<file path="src/hdl/cl3d_pkg.sv">
// Shared types and constants for the CRLF line parser with three decimal values.
package cl3d_pkg;

    // Character codes that the parser recognises.
    localparam logic [7:0] CH_LF     = 8'h0A;
    localparam logic [7:0] CH_CR     = 8'h0D;
    localparam logic [7:0] CH_SP     = 8'h20;
    localparam logic [7:0] CH_ZERO   = 8'h30;
    localparam logic [7:0] CH_NINE   = 8'h39;
    localparam logic [7:0] DEC_RADIX = 8'd10;

    // The line length limit after reset.
    localparam logic [7:0] MAX_LEN_RESET = 8'd255;

    // Result status codes.
    localparam logic STATUS_LINE     = 1'b0;
    localparam logic STATUS_OVERFLOW = 1'b1;

    // Depth of the queue between the front and back parts.
    localparam int QDEPTH = 4;
    localparam int QPTR_W = $clog2(QDEPTH);
    localparam int QCNT_W = $clog2(QDEPTH + 1);

    // One classified character word as it travels through the queue.
    typedef struct packed {
        logic       is_dig;
        logic       is_sep;
        logic       is_cr;
        logic       is_lf;
        logic [3:0] digit;
    } t_word;

endpackage

</file>
<file path="src/hdl/cl3d_front.sv">
// Front part: classifies each received byte into a compact character word.
module cl3d_front (
    input  logic [7:0]     i_rx_byte,
    output cl3d_pkg::t_word o_word
);

    logic w_is_dig;
    logic w_is_cr;
    logic w_is_lf;
    logic w_is_sp;

    // Decode the character classes the parser needs.
    always_comb begin
        w_is_dig = (i_rx_byte >= cl3d_pkg::CH_ZERO) && (i_rx_byte <= cl3d_pkg::CH_NINE);
        w_is_cr  = (i_rx_byte == cl3d_pkg::CH_CR);
        w_is_lf  = (i_rx_byte == cl3d_pkg::CH_LF);
        w_is_sp  = (i_rx_byte == cl3d_pkg::CH_SP);
    end

    // Pack the word; the digit value is zero for anything but a digit.
    always_comb begin
        o_word.is_dig = w_is_dig;
        o_word.is_sep = w_is_sp || w_is_cr || w_is_lf;
        o_word.is_cr  = w_is_cr;
        o_word.is_lf  = w_is_lf;
        o_word.digit  = w_is_dig ? 4'(i_rx_byte - cl3d_pkg::CH_ZERO) : 4'd0;
    end

endmodule

</file>
<file path="src/hdl/cl3d_queue.sv">
// Short queue of classified words between the front and back parts.
module cl3d_queue (
    input  logic            i_clk,
    input  logic            i_rst_n,
    input  logic            i_push,
    input  cl3d_pkg::t_word i_word,
    output logic            o_full,
    input  logic            i_pop,
    output logic            o_valid,
    output cl3d_pkg::t_word o_word
);

    localparam logic [cl3d_pkg::QPTR_W-1:0] PTR_LAST = cl3d_pkg::QPTR_W'(cl3d_pkg::QDEPTH - 1);
    localparam logic [cl3d_pkg::QCNT_W-1:0] CNT_FULL = cl3d_pkg::QCNT_W'(cl3d_pkg::QDEPTH);

    cl3d_pkg::t_word                 r_mem [cl3d_pkg::QDEPTH];
    logic [cl3d_pkg::QPTR_W-1:0]     r_wr_ptr;
    logic [cl3d_pkg::QPTR_W-1:0]     r_rd_ptr;
    logic [cl3d_pkg::QCNT_W-1:0]     r_count;
    logic [cl3d_pkg::QPTR_W-1:0]     n_wr_ptr;
    logic [cl3d_pkg::QPTR_W-1:0]     n_rd_ptr;
    logic [cl3d_pkg::QCNT_W-1:0]     n_count;
    logic                            w_do_push;
    logic                            w_do_pop;

    assign o_full    = (r_count == CNT_FULL);
    assign o_valid   = (r_count != '0);
    assign o_word    = r_mem[r_rd_ptr];
    assign w_do_push = i_push && !o_full;
    assign w_do_pop  = i_pop && o_valid;

    // Pointer and fill count updates.
    always_comb begin
        n_wr_ptr = r_wr_ptr;
        n_rd_ptr = r_rd_ptr;
        n_count  = r_count;
        if (w_do_push) begin
            n_wr_ptr = (r_wr_ptr == PTR_LAST) ? '0 : r_wr_ptr + 1'b1;
        end
        if (w_do_pop) begin
            n_rd_ptr = (r_rd_ptr == PTR_LAST) ? '0 : r_rd_ptr + 1'b1;
        end
        case ({w_do_push, w_do_pop})
            2'b10:   n_count = r_count + 1'b1;
            2'b01:   n_count = r_count - 1'b1;
            default: n_count = r_count;
        endcase
    end

    always_ff @(posedge i_clk) begin
        if (!i_rst_n) begin
            r_wr_ptr <= '0;
            r_rd_ptr <= '0;
            r_count  <= '0;
        end else begin
            r_wr_ptr <= n_wr_ptr;
            r_rd_ptr <= n_rd_ptr;
            r_count  <= n_count;
        end
    end

    // Word storage needs no reset.
    always_ff @(posedge i_clk) begin
        if (w_do_push) begin
            r_mem[r_wr_ptr] <= i_word;
        end
    end

endmodule

</file>
<file path="src/hdl/cl3d_back.sv">
// Back part: line state, decimal accumulation and the registered result.
module cl3d_back (
    input  logic            i_clk,
    input  logic            i_rst_n,
    input  logic            i_cfg_we,
    input  logic [7:0]      i_cfg_data,
    input  logic            i_word_valid,
    input  cl3d_pkg::t_word i_word,
    output logic            o_pop,
    output logic            o_valid,
    input  logic            i_ready,
    output logic            o_status,
    output logic [7:0]      o_value_a,
    output logic [7:0]      o_value_b,
    output logic [7:0]      o_value_c
);

    // Parse phase codes.
    localparam logic [2:0] PH_SKIP_A = 3'd0;
    localparam logic [2:0] PH_IN_A   = 3'd1;
    localparam logic [2:0] PH_SKIP_B = 3'd2;
    localparam logic [2:0] PH_IN_B   = 3'd3;
    localparam logic [2:0] PH_SKIP_C = 3'd4;
    localparam logic [2:0] PH_IN_C   = 3'd5;
    localparam logic [2:0] PH_DONE   = 3'd6;

    logic [7:0] r_max_len;
    logic [2:0] r_phase;
    logic [7:0] r_acc_a;
    logic [7:0] r_acc_b;
    logic [7:0] r_acc_c;
    logic [7:0] r_line_count;
    logic       r_last_cr;
    logic       r_out_valid;
    logic       r_status;
    logic [7:0] r_val_a;
    logic [7:0] r_val_b;
    logic [7:0] r_val_c;

    logic [2:0] n_phase;
    logic [7:0] n_acc_a;
    logic [7:0] n_acc_b;
    logic [7:0] n_acc_c;
    logic [7:0] n_line_count;
    logic       n_last_cr;

    logic       w_overflow;
    logic       w_pair;
    logic       w_emit;
    logic [7:0] w_mac_in;
    logic [7:0] w_mac_out;

    // A word is taken whenever the result register is free or being emptied.
    assign o_pop      = i_word_valid && (!r_out_valid || i_ready);
    assign w_overflow = (r_line_count >= r_max_len);
    assign w_pair     = r_last_cr && i_word.is_lf;
    assign w_emit     = w_overflow || w_pair;

    // The one accumulator that the current phase extends by a digit.
    always_comb begin
        case (r_phase)
            PH_IN_A: w_mac_in = r_acc_a;
            PH_IN_B: w_mac_in = r_acc_b;
            PH_IN_C: w_mac_in = r_acc_c;
            default: w_mac_in = 8'd0;
        endcase
        w_mac_out = 8'(w_mac_in * cl3d_pkg::DEC_RADIX + {4'd0, i_word.digit});
    end

    // Next line state for the word at the head of the queue.
    always_comb begin
        n_phase      = r_phase;
        n_acc_a      = r_acc_a;
        n_acc_b      = r_acc_b;
        n_acc_c      = r_acc_c;
        n_line_count = r_line_count + 1'b1;
        n_last_cr    = i_word.is_cr;
        case (r_phase)
            PH_SKIP_A, PH_SKIP_B, PH_SKIP_C: begin
                if (i_word.is_dig) begin
                    if (r_phase == PH_SKIP_A) begin
                        n_acc_a = {4'd0, i_word.digit};
                    end else if (r_phase == PH_SKIP_B) begin
                        n_acc_b = {4'd0, i_word.digit};
                    end else begin
                        n_acc_c = {4'd0, i_word.digit};
                    end
                    n_phase = r_phase + 1'b1;
                end else if (!i_word.is_sep) begin
                    n_phase = PH_DONE;
                end
            end
            PH_IN_A, PH_IN_B, PH_IN_C: begin
                if (i_word.is_dig) begin
                    if (r_phase == PH_IN_A) begin
                        n_acc_a = w_mac_out;
                    end else if (r_phase == PH_IN_B) begin
                        n_acc_b = w_mac_out;
                    end else begin
                        n_acc_c = w_mac_out;
                    end
                end else if (i_word.is_sep && (r_phase != PH_IN_C)) begin
                    n_phase = r_phase + 1'b1;
                end else begin
                    n_phase = PH_DONE;
                end
            end
            default: begin
                n_phase = PH_DONE;
            end
        endcase
    end

    // Line state and the configuration register.
    always_ff @(posedge i_clk) begin
        if (!i_rst_n) begin
            r_max_len    <= cl3d_pkg::MAX_LEN_RESET;
            r_phase      <= PH_SKIP_A;
            r_acc_a      <= 8'd0;
            r_acc_b      <= 8'd0;
            r_acc_c      <= 8'd0;
            r_line_count <= 8'd0;
            r_last_cr    <= 1'b0;
        end else begin
            if (i_cfg_we) begin
                r_max_len <= i_cfg_data;
            end
            if (o_pop) begin
                if (w_emit) begin
                    r_phase      <= PH_SKIP_A;
                    r_acc_a      <= 8'd0;
                    r_acc_b      <= 8'd0;
                    r_acc_c      <= 8'd0;
                    r_line_count <= 8'd0;
                    r_last_cr    <= 1'b0;
                end else begin
                    r_phase      <= n_phase;
                    r_acc_a      <= n_acc_a;
                    r_acc_b      <= n_acc_b;
                    r_acc_c      <= n_acc_c;
                    r_line_count <= n_line_count;
                    r_last_cr    <= n_last_cr;
                end
            end
        end
    end

    // Result valid flag.
    always_ff @(posedge i_clk) begin
        if (!i_rst_n) begin
            r_out_valid <= 1'b0;
        end else if (o_pop && w_emit) begin
            r_out_valid <= 1'b1;
        end else if (i_ready) begin
            r_out_valid <= 1'b0;
        end
    end

    // Result payload; overflow results carry zero values.
    always_ff @(posedge i_clk) begin
        if (o_pop && w_emit) begin
            if (w_overflow) begin
                r_status <= cl3d_pkg::STATUS_OVERFLOW;
                r_val_a  <= 8'd0;
                r_val_b  <= 8'd0;
                r_val_c  <= 8'd0;
            end else begin
                r_status <= cl3d_pkg::STATUS_LINE;
                r_val_a  <= n_acc_a;
                r_val_b  <= n_acc_b;
                r_val_c  <= n_acc_c;
            end
        end
    end

    assign o_valid   = r_out_valid;
    assign o_status  = r_status;
    assign o_value_a = r_val_a;
    assign o_value_b = r_val_b;
    assign o_value_c = r_val_c;

endmodule

</file>
<file path="src/hdl/crlf_line_three_decimal_parser.sv">
// Top level of the CRLF line parser that extracts three decimal values per line.
//
// Input channel: one received byte per word on i_rx_byte, moved by i_valid/o_ready.
// Output channel: one result word per completed or overflowed line on o_status and
// o_value_a..o_value_c, moved by o_valid/i_ready. A CR directly followed by LF ends
// a line with status 0 and the three values modulo 256; reaching the length limit
// drops the byte and gives status 1 with zero values.
// Configuration: i_cfg_we writes i_cfg_data into the line length limit (255 after
// reset); the user must write it only while the block is idle; the block does not enforce this.
// Throughput: one byte per cycle while the back part is not stalled by a waiting
// result. With nothing ahead of it in the queue, the byte that causes a result is
// written into the four-word queue at acceptance, and the back part then moves
// its result into the result register, where o_valid rises.
// Reset: synchronous and active low; it empties the queue, clears the line state
// and the result valid flag and restores the limit. o_ready is high straight after.
// Stalls: while a result waits with i_ready low it is held and the back part takes
// no further bytes; the queue absorbs up to four more before o_ready falls.
module crlf_line_three_decimal_parser (
    input  logic       i_clk,
    input  logic       i_rst_n,
    input  logic       i_cfg_we,
    input  logic [7:0] i_cfg_data,
    input  logic       i_valid,
    output logic       o_ready,
    input  logic [7:0] i_rx_byte,
    output logic       o_valid,
    input  logic       i_ready,
    output logic       o_status,
    output logic [7:0] o_value_a,
    output logic [7:0] o_value_b,
    output logic [7:0] o_value_c
);

    cl3d_pkg::t_word w_front_word;
    cl3d_pkg::t_word w_queue_word;
    logic            w_queue_full;
    logic            w_queue_valid;
    logic            w_pop;

    assign o_ready = !w_queue_full;

    // Classify incoming bytes.
    cl3d_front u_front (
        .i_rx_byte (i_rx_byte),
        .o_word    (w_front_word)
    );

    // Decouple the input from the parsing back part.
    cl3d_queue u_queue (
        .i_clk   (i_clk),
        .i_rst_n (i_rst_n),
        .i_push  (i_valid),
        .i_word  (w_front_word),
        .o_full  (w_queue_full),
        .i_pop   (w_pop),
        .o_valid (w_queue_valid),
        .o_word  (w_queue_word)
    );

    // Parse the words and produce results.
    cl3d_back u_back (
        .i_clk        (i_clk),
        .i_rst_n      (i_rst_n),
        .i_cfg_we     (i_cfg_we),
        .i_cfg_data   (i_cfg_data),
        .i_word_valid (w_queue_valid),
        .i_word       (w_queue_word),
        .o_pop        (w_pop),
        .o_valid      (o_valid),
        .i_ready      (i_ready),
        .o_status     (o_status),
        .o_value_a    (o_value_a),
        .o_value_b    (o_value_b),
        .o_value_c    (o_value_c)
    );

endmodule

</file>
<file path="config.mk">
export PLATFORM = sky130hd
export DESIGN_NAME = crlf_line_three_decimal_parser
export DESIGN_NICKNAME = d
export VERILOG_FILES = /design/src/hdl/cl3d_pkg.sv /design/src/hdl/cl3d_front.sv /design/src/hdl/cl3d_queue.sv /design/src/hdl/cl3d_back.sv /design/src/hdl/crlf_line_three_decimal_parser.sv
export SDC_FILE = /design/constraint.sdc
export NUM_CORES = 1
export LEC_CHECK = 0
export BUFFER_PORTS_ARGS = -buffer_cell sky130_fd_sc_hd__buf_4
export CORE_MARGIN = 1
export CORE_UTILIZATION = 50
export DETAILED_ROUTE_END_ITERATION = 10
export GPL_ROUTABILITY_DRIVEN = 0
export PLACE_DENSITY = 0.69
export SLEW_MARGIN = 25
export SYNTH_ARGS = -nofsm -noshare
export SYNTH_HDL_FRONTEND = slang
export SYNTH_SLANG_ARGS = --single-unit
</file>
<file path="constraint.sdc">
create_clock -name i_clk -period 5.17 [get_ports i_clk]
set_input_delay 0.517 -clock i_clk [delete_from_list [all_inputs] [get_ports i_clk]]
set_output_delay 0.517 -clock i_clk [all_outputs]
set_load 0.01 [all_outputs]
</file>
**Yosys cells after proc, flatten, opt, wreduce, memory -nomap -nowiden**

Memory sizes are Yosys's and may differ from the RTL's. A register that Yosys moved wholly into a read port is not among the register bits.
Index checks and enable logic that the tools add are counted.

- Register bits: 77
- Memory bits (writable): 32
- Output and inout bits: 27
- Logic and storage cells: 106
- Memories: 1

- Add/subtract/negate cells: 8
- $mul: 1
- Order comparisons: 3
- Equality and inequality tests: 16
- Muxes and demuxes: 42
- Reduce and logical (&&, ||, !) cells: 20

Memory list:

| name | words | bits a word | rd ports | clocked after Yosys merged registers in | wr ports | line | text |
|---|---|---|---|---|---|---|---|
| u_queue.r_mem | 4 | 8 | 1 | 1 | 1 | cl3d_queue.sv:16 | `cl3d_pkg::t_word r_mem [cl3d_pkg::QDEPTH];` |

Operator list:

| kind | number |
|---|---|
| 8-bit 2-to-1 mux | 20 |
| 8-bit case mux with 2 select lines | 3 |
| 8-bit case mux with 3 select lines | 1 |
| 8-bit by 4-bit equality test with 1-bit output (second input constant) | 2 |
| 3-bit 2-to-1 mux | 5 |
| 3-bit case mux with 2 select lines | 2 |
| 3-bit equality test (second input constant) | 3 |
| 8-bit by 1-bit adder with 8-bit output (second input constant) | 1 |
| 8-bit by 4-bit adder with 8-bit output | 1 |
| 8-bit by 6-bit equality test with 1-bit output (second input constant) | 1 |
| 8-bit by 6-bit greater-or-equal comparator with 1-bit output (second input constant) | 1 |
| 8-bit greater-or-equal comparator | 1 |
| 8-bit by 6-bit <= comparator with 1-bit output (second input constant) | 1 |
| 8-bit by 3-bit multiplier with 7-bit output (second input constant) | 1 |
| 2-bit 2-to-1 mux | 4 |
| 1-bit logical AND | 7 |
| 3-bit by 1-bit adder with 3-bit output (second input constant) | 2 |
| 2-bit equality test (second input constant) | 3 |
| 3-bit by 2-bit equality test with 1-bit output (second input constant) | 2 |
| 1-bit 2-to-1 mux | 6 |
| 3-bit inequality test (second input constant) | 2 |
| 3-bit OR reduction | 2 |
| 2-bit by 1-bit adder with 2-bit output (second input constant) | 2 |
| 1-bit logical OR | 4 |
| 11 further kinds | 13 |

**Longest topological paths before layout**

Gate-level depths: netlist (run 1).

- Depth after elaboration: 9
- Gate-level depth with buffers: 18
- Mapped depth without buffers: 17

**Cells and area by module**

From an unflattened synthesis (run 1), not the netlist that was laid out.

- Cells, all modules: 545
- Area, all modules: 5,701.7 um^2

Modules (own cells, without submodules):

| module | instances | cells an instance | area each (um^2) |
|---|---|---|---|
| cl3d_back | 1 | 422 | 3,892.5 |
| cl3d_queue | 1 | 98 | 1,645.3 |
| cl3d_front | 1 | 24 | 160.2 |
| crlf_line_three_decimal_parser | 1 | 1 | 3.8 |

**Worst setup path before layout (run 1)**

Ideal clock, no wire load.

- Kind: reg2reg
- Start point: register u_back.r_phase[1]
- End point: register u_back.r_val_b[7] (netlist: u_back.o_value_b[7]), data pin
- Arrival: 3,184 ps
- Data required time: 4,900 ps
- Setup slack: 1,716 ps
- Stages on the path, launching flop included: 16
- Clock period less this slack: 3,454 ps
- Cells stage by stage: dfxtp_1 -> inv_1 -> ha_1 -> clkbuf_1 -> nor2_1 -> buf_1 -> nor2_1 -> ha_1 -> ha_1 -> inv_1 -> fa_1 -> nor2b_1 -> o211ai_1 -> a21oi_1 -> xnor2_1 -> o21ai_0

- Word-level cells in the longest chain between the ends: 8
- Elaborated cells between the ends (all ways): 18
- Classes of those cells: 1 x add/sub; 1 x mul; 5 x eq/ne; 8 x mux; 3 x reduce/logical

RTL lines:

| item | line | text |
|---|---|---|
| start: declaration | cl3d_back.sv:28 | `logic [2:0] r_phase;` |
| start signal: assignment | cl3d_back.sv:137 | `r_phase <= n_phase;` |
| 3-bit equality test, or another cell as far along | cl3d_back.sv:61, cl3d_back.sv:78 |  |
| 8-bit case mux with 3 select lines | cl3d_back.sv:61 | `case (r_phase)` |
| 8-bit by 3-bit multiplier with 7-bit output | cl3d_back.sv:67 | `w_mac_out = 8'(w_mac_in * cl3d_pkg::DEC_RADIX + {4'd0, i_word.digit});` |
| 8-bit by 4-bit adder with 8-bit output | cl3d_back.sv:67 |  |
| 8-bit 2-to-1 mux | cl3d_back.sv:97 | `end else if (r_phase == PH_IN_B) begin` |
| 8-bit 2-to-1 mux | cl3d_back.sv:95 | `if (r_phase == PH_IN_A) begin` |
| 8-bit 2-to-1 mux | cl3d_back.sv:94 | `if (i_word.is_dig) begin` |
| 8-bit case mux with 2 select lines * | cl3d_back.sv:78 | `case (r_phase)` |
| end signal: assignment | cl3d_back.sv:170 | `r_val_b <= n_acc_b;` |
| end: declaration | cl3d_back.sv:37 | `logic [7:0] r_val_b;` |

Mark *: on every way between the ends. The rest lies on a longest branch, timed or not.
A chain may end at the register's enable or synchronous reset.

**Worst setup path in the final report (run 1)**

- Start point: register u_back.r_phase[2]
- End point: register u_back.r_val_a[5] (netlist: u_back.o_value_a[5]), data pin

- Word-level cells in the longest chain between the ends: 7
- Elaborated cells between the ends (all ways): 16
- Classes of those cells: 1 x add/sub; 1 x mul; 5 x eq/ne; 6 x mux; 3 x reduce/logical

RTL lines:

| item | line | text |
|---|---|---|
| 3-bit equality test, or another cell as far along | cl3d_back.sv:61, cl3d_back.sv:78 |  |
| 8-bit case mux with 3 select lines | cl3d_back.sv:61 |  |
| 8-bit by 3-bit multiplier with 7-bit output | cl3d_back.sv:67 |  |
| 8-bit by 4-bit adder with 8-bit output | cl3d_back.sv:67 |  |
| 8-bit 2-to-1 mux | cl3d_back.sv:95 |  |
| 8-bit 2-to-1 mux | cl3d_back.sv:94 |  |
| 8-bit case mux with 2 select lines * | cl3d_back.sv:78 |  |
| end signal: assignment | cl3d_back.sv:169 | `r_val_a <= n_acc_a;` |
| end: declaration | cl3d_back.sv:36 | `logic [7:0] r_val_a;` |

Marked as above.

==> results.sh, run 1 <==
export IMPL_min_period_over_period=0.845
export IMPL_num_fill_cells=931
export IMPL_netlist_cell_type_count=65
export IMPL_initial_utilization=0.521
export IMPL_synth_cells=542
export IMPL_ctsResizeCount=0
export IMPL_core_area_um2=11000
export IMPL_syn_to_final_growth_pct=11.7
export IMPL_max_stage_delay_ns=0.93
export IMPL_holdBufCountCts=0
export IMPL_track_usage=0.215
export IMPL_yosysTopAreaCellShare=0.299
export IMPL_multi_input_comb_area_um2=2700
export IMPL_hold_path_class="in -> reg"
export IMPL_grt_max_degree=32
export IMPL_ys_async_sr_fraction=0
export IMPL_die_area_um2=11900
export IMPL_dp_hpwl_mm=8.50
export IMPL_cp_end_kind="register"
export IMPL_fin_skew_ns=0.00620
export IMPL_nets=629
export IMPL_crit_arrival_ns=4.56
export IMPL_required_ns=5.36
export IMPL_postLayoutCoreUtil=0.582
export IMPL_synth_fp_nets=594
export IMPL_synth_largest_area_cell="edfxtp_1"
export IMPL_rsz0062_at_grt="no"
export IMPL_hold_worst_slack_ns=0.376
export IMPL_drc=0
export IMPL_finalSetupViolations=0
export IMPL_yosys_top_cells_area="edfxtp_1, dfxtp_1, ha_1"
export IMPL_gr_total_overflow=0
export IMPL_avgViaCountPerCell=5.70
export IMPL_yosysMostFrequentCell="edfxtp_1"
export IMPL_synth_common_cells="edfxtp_1, dfxtp_1, nand2_1"
export IMPL_synth_seq_cells=111
export IMPL_insertion_delay_ns=0.36
export IMPL_cts_tree="done"
export IMPL_worstPathCellList="nor2b_1 > nor2_1 > nor2_1 > ha_1 > inv_1 > fa_1 > nor2b_1 > a21oi_1 > o311ai_0 > nor3_1 > a22oi_1 > nor2_1"
export IMPL_grt_pass1_wl_mm=19.3
export IMPL_drtPass1Iterations=7
export IMPL_crit_slowest_cell="dfxtp_1"
export IMPL_ys_flop_type="edfxtp_1"
export IMPL_io_pins=48
export IMPL_period_needed_ns=4.37
export IMPL_worst_path_max_fanout=23
export IMPL_irDropWorstVdd_uv=267
export IMPL_status="finished, final reports clean"
export IMPL_clk_pin_slew_ns=0.07
export IMPL_tightest_slew_ns=0.920
export IMPL_tns_ns=0
export IMPL_crit_top_cell="nor2_1"
export IMPL_antenna_found_initial=0
export IMPL_p_leak_nw=2.42
export IMPL_fp_dieH_um=109
export IMPL_hold_viol_final=0
export IMPL_drv_cap=0
export IMPL_p_total_mw=2.83
export IMPL_yosysSeqAreaShare=0.488
export IMPL_clock_sinks=111
export IMPL_row_count=38
export IMPL_cts_buffer_depth=2
export IMPL_wl_per_cell_um=16.1
export IMPL_crit_type="reg -> reg"
export IMPL_seqCellArea_um2=2790
export IMPL_startpoint_type="register"
export IMPL_die_w_um=109
export IMPL_htreeDepth=3
export IMPL_maxSlewHeadroom=0.386
export IMPL_post_synth_instance_area_um2=5720
export IMPL_post_cts_buffers=0
export IMPL_ys_warnings_count=0
export IMPL_drt_initial_drc_count=281
export IMPL_antenna_left=0
export IMPL_drt_total_wl_mm=11.6
export IMPL_port_buffers=47
export IMPL_drive_gt1_frac=0.145
export IMPL_clock_root_buffer="clkbuf_16"
export IMPL_antenna_cells=0
export IMPL_final_max_slew_viol_count=0
export IMPL_syn_avg_cell_area_um2=10.6
export IMPL_grt_pass1_vias=3930
export IMPL_cts_buffers=9
export IMPL_max_freq_mhz=229
export IMPL_vias=4112
export IMPL_power_density_nw_per_um2=442
export IMPL_synth_edff_count=57
-- state kept, by name, indices dropped and copies added, names as in the netlist, named ones only --
register	cells
u_back.o_value_a	8
u_back.r_acc_a	8
u_back.o_value_c	8
u_back.o_value_b	8
u_back.r_last_cr	1
u_queue.r_count	3
u_back.o_status	1
u_queue.r_rd_ptr	2
u_back.r_acc_b	8
u_queue.r_wr_ptr	2
u_back.r_acc_c	8
u_back.r_line_count	8
u_back.r_phase	3
u_queue.r_mem	32
u_back.o_valid	1
u_back.r_max_len	8
-- layer usage --
metal / vias to the layer above / part of all wire / track usage
met2: 109 / 0.45 / 0.333
li1: 2046 / - / -
met1: 1931 / 0.47 / 0.283
met3: 26 / 0.058 / 0.0418
met5: - / 0 / 0
met4: 0 / 0.029 / 0.114
-- power by group --
| group | switching [mW] | internal (mW) | total (mW) |
|---|---|---|---|
| clock | 0.303 | 0.324 | 0.626 |
| sequential | 0.100 | 1.04 | 1.14 |
| combinational | 0.662 | 0.397 | 1.06 |
| total | 1.06 | 1.76 | 2.83 |
-- final timing paths --
kind | startpoint | end | slack [ns] | cells after the start
hold / removal | i_cfg_data[5] | u_back.r_max_len[5] | 0.38 | 3
setup reg to reg | u_back.r_phase[2] | u_back.o_value_a[5] | 0.80 | 12
hold reg to reg | u_back.r_acc_a[7] | u_back.r_acc_a[7] | 0.46 | 2
setup / recovery | u_back.r_phase[2] | u_back.o_value_a[5] | 0.80 | 12
-- cell type report --
cell class	instances	share of cell area
Sequential cell	111	0.437
Multi-Input combinational cell	382	0.423
Timing Repair Buffer	49	0.0576
Clock buffer	11	0.0364
Tap cell	140	0.0274
Inverter	24	0.0141
Clock inverter	4	0.00392
-- critical path: cells and delay by family, from the launching register on --
family | cells | cell delay [ns]
simple gates | 6 | 1.80
fa+ha+maj | 2 | 0.91
compound gates | 3 | 0.51
flops | 1 | 0.93
buf+inv | 1 | 0.06
-- cells in the final DEF, fill, tap and decap left out, types with 6 or more instances in the layout --
master / netlist / final
o211ai_1: 9 / 9
buf_4: 2 / 49
o21ai_0: 21 / 21
a22o_1: 9 / 9
clkbuf_16: 0 / 9
xor2_1: 10 / 10
a22oi_1: 13 / 13
a32o_1: 10 / 10
nand3_1: 16 / 16
ha_1: 29 / 29
edfxtp_1: 57 / 57
o2bb2ai_1: 6 / 6
inv_1: 22 / 22
and3_1: 8 / 8
nor2_1: 48 / 47
and2_1: 13 / 13
xnor2_1: 8 / 8
mux2i_1: 9 / 9
dfxtp_1: 54 / 54
nor2b_1: 16 / 16
nand2_1: 49 / 49
a21oi_1: 29 / 29
nor3_1: 14 / 14
-- kinds of logic after synthesis --
group | share of synthesized area
simple gates | 0.161
compound gates | 0.157
flops | 0.488
buf+inv | 0.0394
fa+ha+maj | 0.0704
mux | 0.0564
xor+xnor | 0.0276
-- per-stage QoR --
step                cell area, µm²  cells  setup slack [ns]
floorplan                     5720    542              1.72
global placement              6130    706              1.16
detailed placement            6130    706             0.990
CTS                           6390    721             0.941
global route                  6390    721             0.531
finish                        6390    721             0.800
No activity file was read; power rests on OpenSTA's default activity.
==> run 2: changes to the inputs <==
- ABC_AREA: default -> 1
- PLACE_DENSITY: 0.69 -> 0.68
- clock period: 5.17 -> 4.48 ns (I/O delays scaled with it)
==> results.sh, run 2 <==
export IMPL_synth_fp_nets=773
export IMPL_most_common_layout_cells="nand2_1, inv_1, nor2_1"
export IMPL_regMostFlops="u_queue.r_mem"
export IMPL_fp_dieH_um=112
export IMPL_row_count=39
export IMPL_insertion_delay_ns=0.37
export IMPL_drt_total_wl_mm=13.6
export IMPL_largest_register_ff_count=32
export IMPL_yosysMostFrequentCell="nand2_1"
export IMPL_max_stage_delay_ns=0.42
export IMPL_post_synth_instance_area_um2=6020
export IMPL_clk_pin_slew_ns=0.08
export IMPL_ys_async_sr_fraction=0
export IMPL_crit_slowest_cell="dfxtp_1"
export IMPL_final_max_slew_viol_count=0
export IMPL_avgViaCountPerCell=5.43
export IMPL_crit_top_cell="inv_1"
export IMPL_die_w_um=112
export IMPL_synth_edff_count=57
export IMPL_finalSetupViolations=0
export IMPL_drtPass1Iterations=8
export IMPL_syn_avg_cell_area_um2=8.35
export IMPL_drive_gt1_frac=0.154
export IMPL_antenna_found_initial=0
export IMPL_ys_flop_type="edfxtp_1"
export IMPL_irDropWorstVdd_uv=335
export IMPL_antenna_cells=0
export IMPL_hold_worst_slack_ns=0.291
export IMPL_synth_common_cells="nand2_1, inv_1, nor2_1"
export IMPL_tightest_slew_ns=0.829
export IMPL_min_period_over_period=0.785
export IMPL_htreeDepth=3
export IMPL_crit_type="reg -> reg"
export IMPL_rsz0062_at_grt="no"
export IMPL_vias=4933
export IMPL_clock_sinks=111
export IMPL_drc=1
export IMPL_tns_ns=0
export IMPL_violations="design-rule violations"
export IMPL_clock_root_buffer="clkbuf_16"
export IMPL_rrSetupSlack_ns=0.96
export IMPL_worstPathCellList="ha_1 > ha_1 > inv_1 > o221ai_1 > nand2_1 > inv_1 > ha_1 > ha_1 > inv_1 > fa_1 > xnor2_1 > inv_1 > nor3_2 > nand2_4 > nand2_4 > xnor2_2 > o21ai_2 > inv_1 > nor2_1"
export IMPL_power_density_nw_per_um2=486
export IMPL_nets=813
export IMPL_crit_arrival_ns=3.61
export IMPL_hold_viol_final=0
export IMPL_io_pins=48
export IMPL_ys_warnings_count=0
export IMPL_yosysTopAreaCellShare=0.284
export IMPL_period_needed_ns=3.52
export IMPL_drv_cap=0
export IMPL_synth_seq_cells=111
export IMPL_ctsResizeCount=0
export IMPL_required_ns=4.58
export IMPL_initial_utilization=0.521
export IMPL_post_place_ws_ns=1.02
export IMPL_maxSlewHeadroom=0.447
export IMPL_p_leak_nw=2.92
export IMPL_grt_pass1_vias=4732
export IMPL_antenna_left=0
export IMPL_wl_per_cell_um=15.0
export IMPL_mostFrequentLayoutCell="nand2_1"
export IMPL_holdBufCountCts=0
export IMPL_synth_cells=721
export IMPL_fin_skew_ns=0.00924
export IMPL_core_area_um2=11600
export IMPL_cts_buffers=9
export IMPL_netlist_cell_type_count=51
export IMPL_track_usage=0.229
export IMPL_yosys_top_cells_area="edfxtp_1, dfxtp_1, nand2_1"
export IMPL_status="complete, but fails checks"
export IMPL_grt_max_degree=32
export IMPL_cts_tree="done"
export IMPL_hold_path_class="in -> reg"
export IMPL_die_area_um2=12500
export IMPL_syn_to_final_growth_pct=12.4
export IMPL_startpoint_type="register"
export IMPL_port_buffers=47
export IMPL_worst_slack_ns=0.964
export IMPL_cts_buffer_depth=2
export IMPL_cp_end_kind="register"
export IMPL_max_freq_mhz=284
export IMPL_post_cts_buffers=0
export IMPL_drt_initial_drc_count=346
export IMPL_yosysSeqAreaShare=0.464
export IMPL_dp_hpwl_mm=9.62
export IMPL_gr_total_overflow=0
export IMPL_worst_path_max_fanout=7
export IMPL_synth_largest_area_cell="edfxtp_1"
export IMPL_grt_pass1_wl_mm=22.3
[run 2: cell type report]
| type | instances | area [µm²] |
|---|---|---|
| flip-flops and latches | 111 | 2790 |
| multi-input cells | 496 | 2750 |
| inverters | 94 | 368 |
| well taps | 143 | 179 |
| fillers | 1007 | 4800 |
| clock buffers | 9 | 225 |
| clock inverters | 7 | 86.3 |
| repair buffers | 49 | 368 |
[run 2: path summary, 6_finish.rpt]
kind	from	to	depth (start not counted)
max	u_back.r_phase[1]	u_back.o_value_c[7]	19
min	i_cfg_data[6]	u_back.r_max_len[6]	3
max reg2reg	u_back.r_phase[1]	u_back.o_value_c[7]	19
min reg2reg	u_back.r_last_cr	u_back.r_last_cr	2
[run 2: critical path: cells and delay by family (launching register included)]
family	cells	cell delay, ns
adder cells (fa/ha/maj)	5	1.26
buffers and inverters	5	0.45
AND/OR/NAND/NOR	5	0.44
flip-flops	1	0.42
XOR/XNOR	2	0.39
AO/OA/AOI/OAI	2	0.28
[run 2: cells by family after synthesis]
kind of cell | share of synthesized area
AND/OR/NAND/NOR | 0.243
AO/OA/AOI/OAI | 0.131
buffers and inverters | 0.0804
flip-flops | 0.464
adder cells (fa/ha/maj) | 0.0669
XOR/XNOR | 0.0141
[run 2: per-layer routing]
metal	track usage	vias to the layer above	wire length, µm
met5	0	-	0
met1	0.270	2285	5750
met3	0.0479	25	779
met2	0.397	156	6720
li1	-	2467	-
met4	0.111	0	342
[run 2: metrics by stage]
stage	std cells	utilization	cell area [µm²]	total power [mW]
2_1_floorplan	721	-	6020	2.17
3_3_place_gp	893	0.558	6460	2.44
3_5_place_dp	893	0.558	6460	2.47
4_1_cts	909	0.585	6770	3.29
5_1_grt	909	0.585	6770	3.48
6_report	909	0.585	6770	3.29
[run 2: where the power goes]
group          internal (mW)  total, mW  leakage (nW)  switching (mW)
Sequential              1.21       1.32         0.970           0.103
Combinational          0.353       1.15          1.80           0.801
Clock                  0.401      0.816         0.151           0.415
Total                   1.97       3.29          2.92            1.32
==> run 3: changes to the inputs <==
- PLACE_DENSITY: 0.68 -> 0.71
- clock period: 4.48 -> 3.2 ns (I/O delays scaled with it)
==> results.sh, run 3 (same netlist as run 2, synthesis figures left out) <==
export IMPL_status="complete, but fails checks"
export IMPL_violations="design-rule violations"
export IMPL_vias=4997
export IMPL_fin_skew_ns=0.0137
export IMPL_die_w_um=112
export IMPL_reg2reg_to="u_back.o_value_c[7]"
export IMPL_wl_per_cell_um=14.6
export IMPL_largest_register_ff_count=32
export IMPL_r2r_start="u_back.r_phase[0]"
export IMPL_maxSlewHeadroom=0.487
export IMPL_drv_cap=0
export IMPL_most_common_layout_cells="nand2_1, inv_1, nor2_1"
export IMPL_die_area_um2=12500
export IMPL_insertion_delay_ns=0.37
export IMPL_initial_utilization=0.521
export IMPL_syn_to_final_growth_pct=15.2
export IMPL_io_pins=48
export IMPL_antenna_left=0
export IMPL_regMostFlops="u_queue.r_mem"
export IMPL_ff2ff_path_depth=17
export IMPL_period_needed_ns=3.09
export IMPL_post_cts_buffers=0
export IMPL_cts_tree="done"
export IMPL_cp_end_kind="register"
export IMPL_power_density_nw_per_um2=663
export IMPL_num_fill_cells=980
export IMPL_worstHoldEndpoint="u_back.r_max_len[1]"
export IMPL_hold_depth=3
export IMPL_grt_pass1_vias=4661
export IMPL_gr_total_overflow=0
export IMPL_grt_max_degree=41
export IMPL_startpoint_type="register"
export IMPL_rrSetupSlack_ns=0.11
export IMPL_core_area_um2=11600
export IMPL_nets=829
export IMPL_crit_type="reg -> reg"
export IMPL_crit_arrival_ns=3.19
export IMPL_drt_total_wl_mm=13.5
export IMPL_final_max_slew_viol_count=0
export IMPL_antenna_found_initial=0
export IMPL_clock_root_buffer="clkbuf_16"
export IMPL_drtPass1Iterations=8
export IMPL_antenna_cells=0
export IMPL_postLayoutCoreUtil=0.600
export IMPL_hp_start="i_cfg_data[1]"
export IMPL_max_freq_mhz=324
export IMPL_worst_path_max_fanout=6
export IMPL_hold_path_class="in -> reg"
export IMPL_grt_pass1_wl_mm=22.1
export IMPL_avgViaCountPerCell=5.40
export IMPL_drc=3
export IMPL_clock_sinks=111
export IMPL_hold_viol_final=0
export IMPL_finalSetupViolations=0
export IMPL_min_period_over_period=0.964
export IMPL_cts_buffers=9
export IMPL_row_count=39
export IMPL_required_ns=3.30
export IMPL_clk_pin_slew_ns=0.08
export IMPL_dp_hpwl_mm=9.66
export IMPL_irDropWorstVdd_uv=665
export IMPL_drive_gt1_frac=0.184
export IMPL_mostFrequentLayoutCell="nand2_1"
export IMPL_tightest_slew_ns=0.767
export IMPL_p_leak_nw=3.02
export IMPL_track_usage=0.227
export IMPL_p_total_mw=4.60
export IMPL_fp_dieH_um=112
export IMPL_port_buffers=47
export IMPL_hold_worst_slack_ns=0.158
export IMPL_htreeDepth=3
export IMPL_cts_buffer_depth=2
export IMPL_drt_initial_drc_count=350
[run 3: worst max-delay path by stage]
stage | start | endpoint | slack, ns | cells past startpoint
6_report | u_back.r_phase[0] | u_back.o_value_c[7] | 0.11 | 17
5_1_grt | u_back.r_phase[0] | u_back.o_value_b[7] | -0.02 | 17
4_1_cts | u_back.r_phase[1] | u_back.o_value_c[7] | 0.01 | 20
3_5_place_dp | u_back.r_phase[0] | u_back.o_value_c[7] | -0.02 | 19
3_3_place_gp | u_back.r_phase[0] | u_back.o_value_b[7] | 0.08 | 19
2_1_floorplan | u_back.r_phase[1] | u_back.o_value_b[7] | 0.09 | 19
[run 3: worst max-delay path, cell delays in order (launching register included)]
cell and delay [ns]:
dfxtp_2 0.38, ha_2 0.22, ha_4 0.17, inv_1 0.05, o221ai_1 0.16, nand2_1 0.07, inv_1 0.07, ha_1 0.14
ha_1 0.16, inv_1 0.06, fa_2 0.59, inv_1 0.09, nand4_1 0.17, nand2_4 0.10, xnor2_4 0.22, o21ai_2 0.08
inv_1 0.05, nor2_1 0.03
[run 3: area by class of cell]
cell class                 instances  area [µm²]  area share
multi-input combinational        496        2820       0.407
sequential                       111        2800       0.403
timing repair buffer              65         488      0.0703
inverter                          94         368      0.0530
clock buffer                      11         243      0.0350
tap                              143         179      0.0258
clock inverter                     5        43.8     0.00631
[run 3: layer usage]
layer  vias up  GRT usage  share of wire
li1       2508          -              -
met1      2304      0.279           0.43
met2       152      0.378           0.48
met3        33     0.0577          0.061
met4         0     0.0991          0.031
met5         -          0              0
[run 3: stage by stage]
step | instances | cell area (µm²) | setup WS (ns) | setup TNS (ns)
detailed placement | 909 | 6580 | -0.0223 | -0.0375
floorplan | 721 | 6020 | 0.0861 | 0
global route | 925 | 6940 | -0.0236 | -0.0410
CTS | 925 | 6870 | 0.0132 | 0
finish | 925 | 6940 | 0.114 | 0
global placement | 909 | 6580 | 0.0796 | 0
[run 3: what timing repair did]
| action | 4_1_cts | 5_1_grt |
|---|---|---|
| setup endpoints to repair | 2 | 11 |
| cloned | 0 | 0 |
| hold buffers | 0 | 0 |
| pin swaps | 0 | 4 |
| gates resized for setup | 2 | 15 |
[run 3: power breakdown]
part	leakage, nW	internal [mW]	switching, mW
Combinational	1.90	0.540	1.16
Clock	0.142	0.562	0.523
Sequential	0.970	1.70	0.117
Total	3.02	2.81	1.80
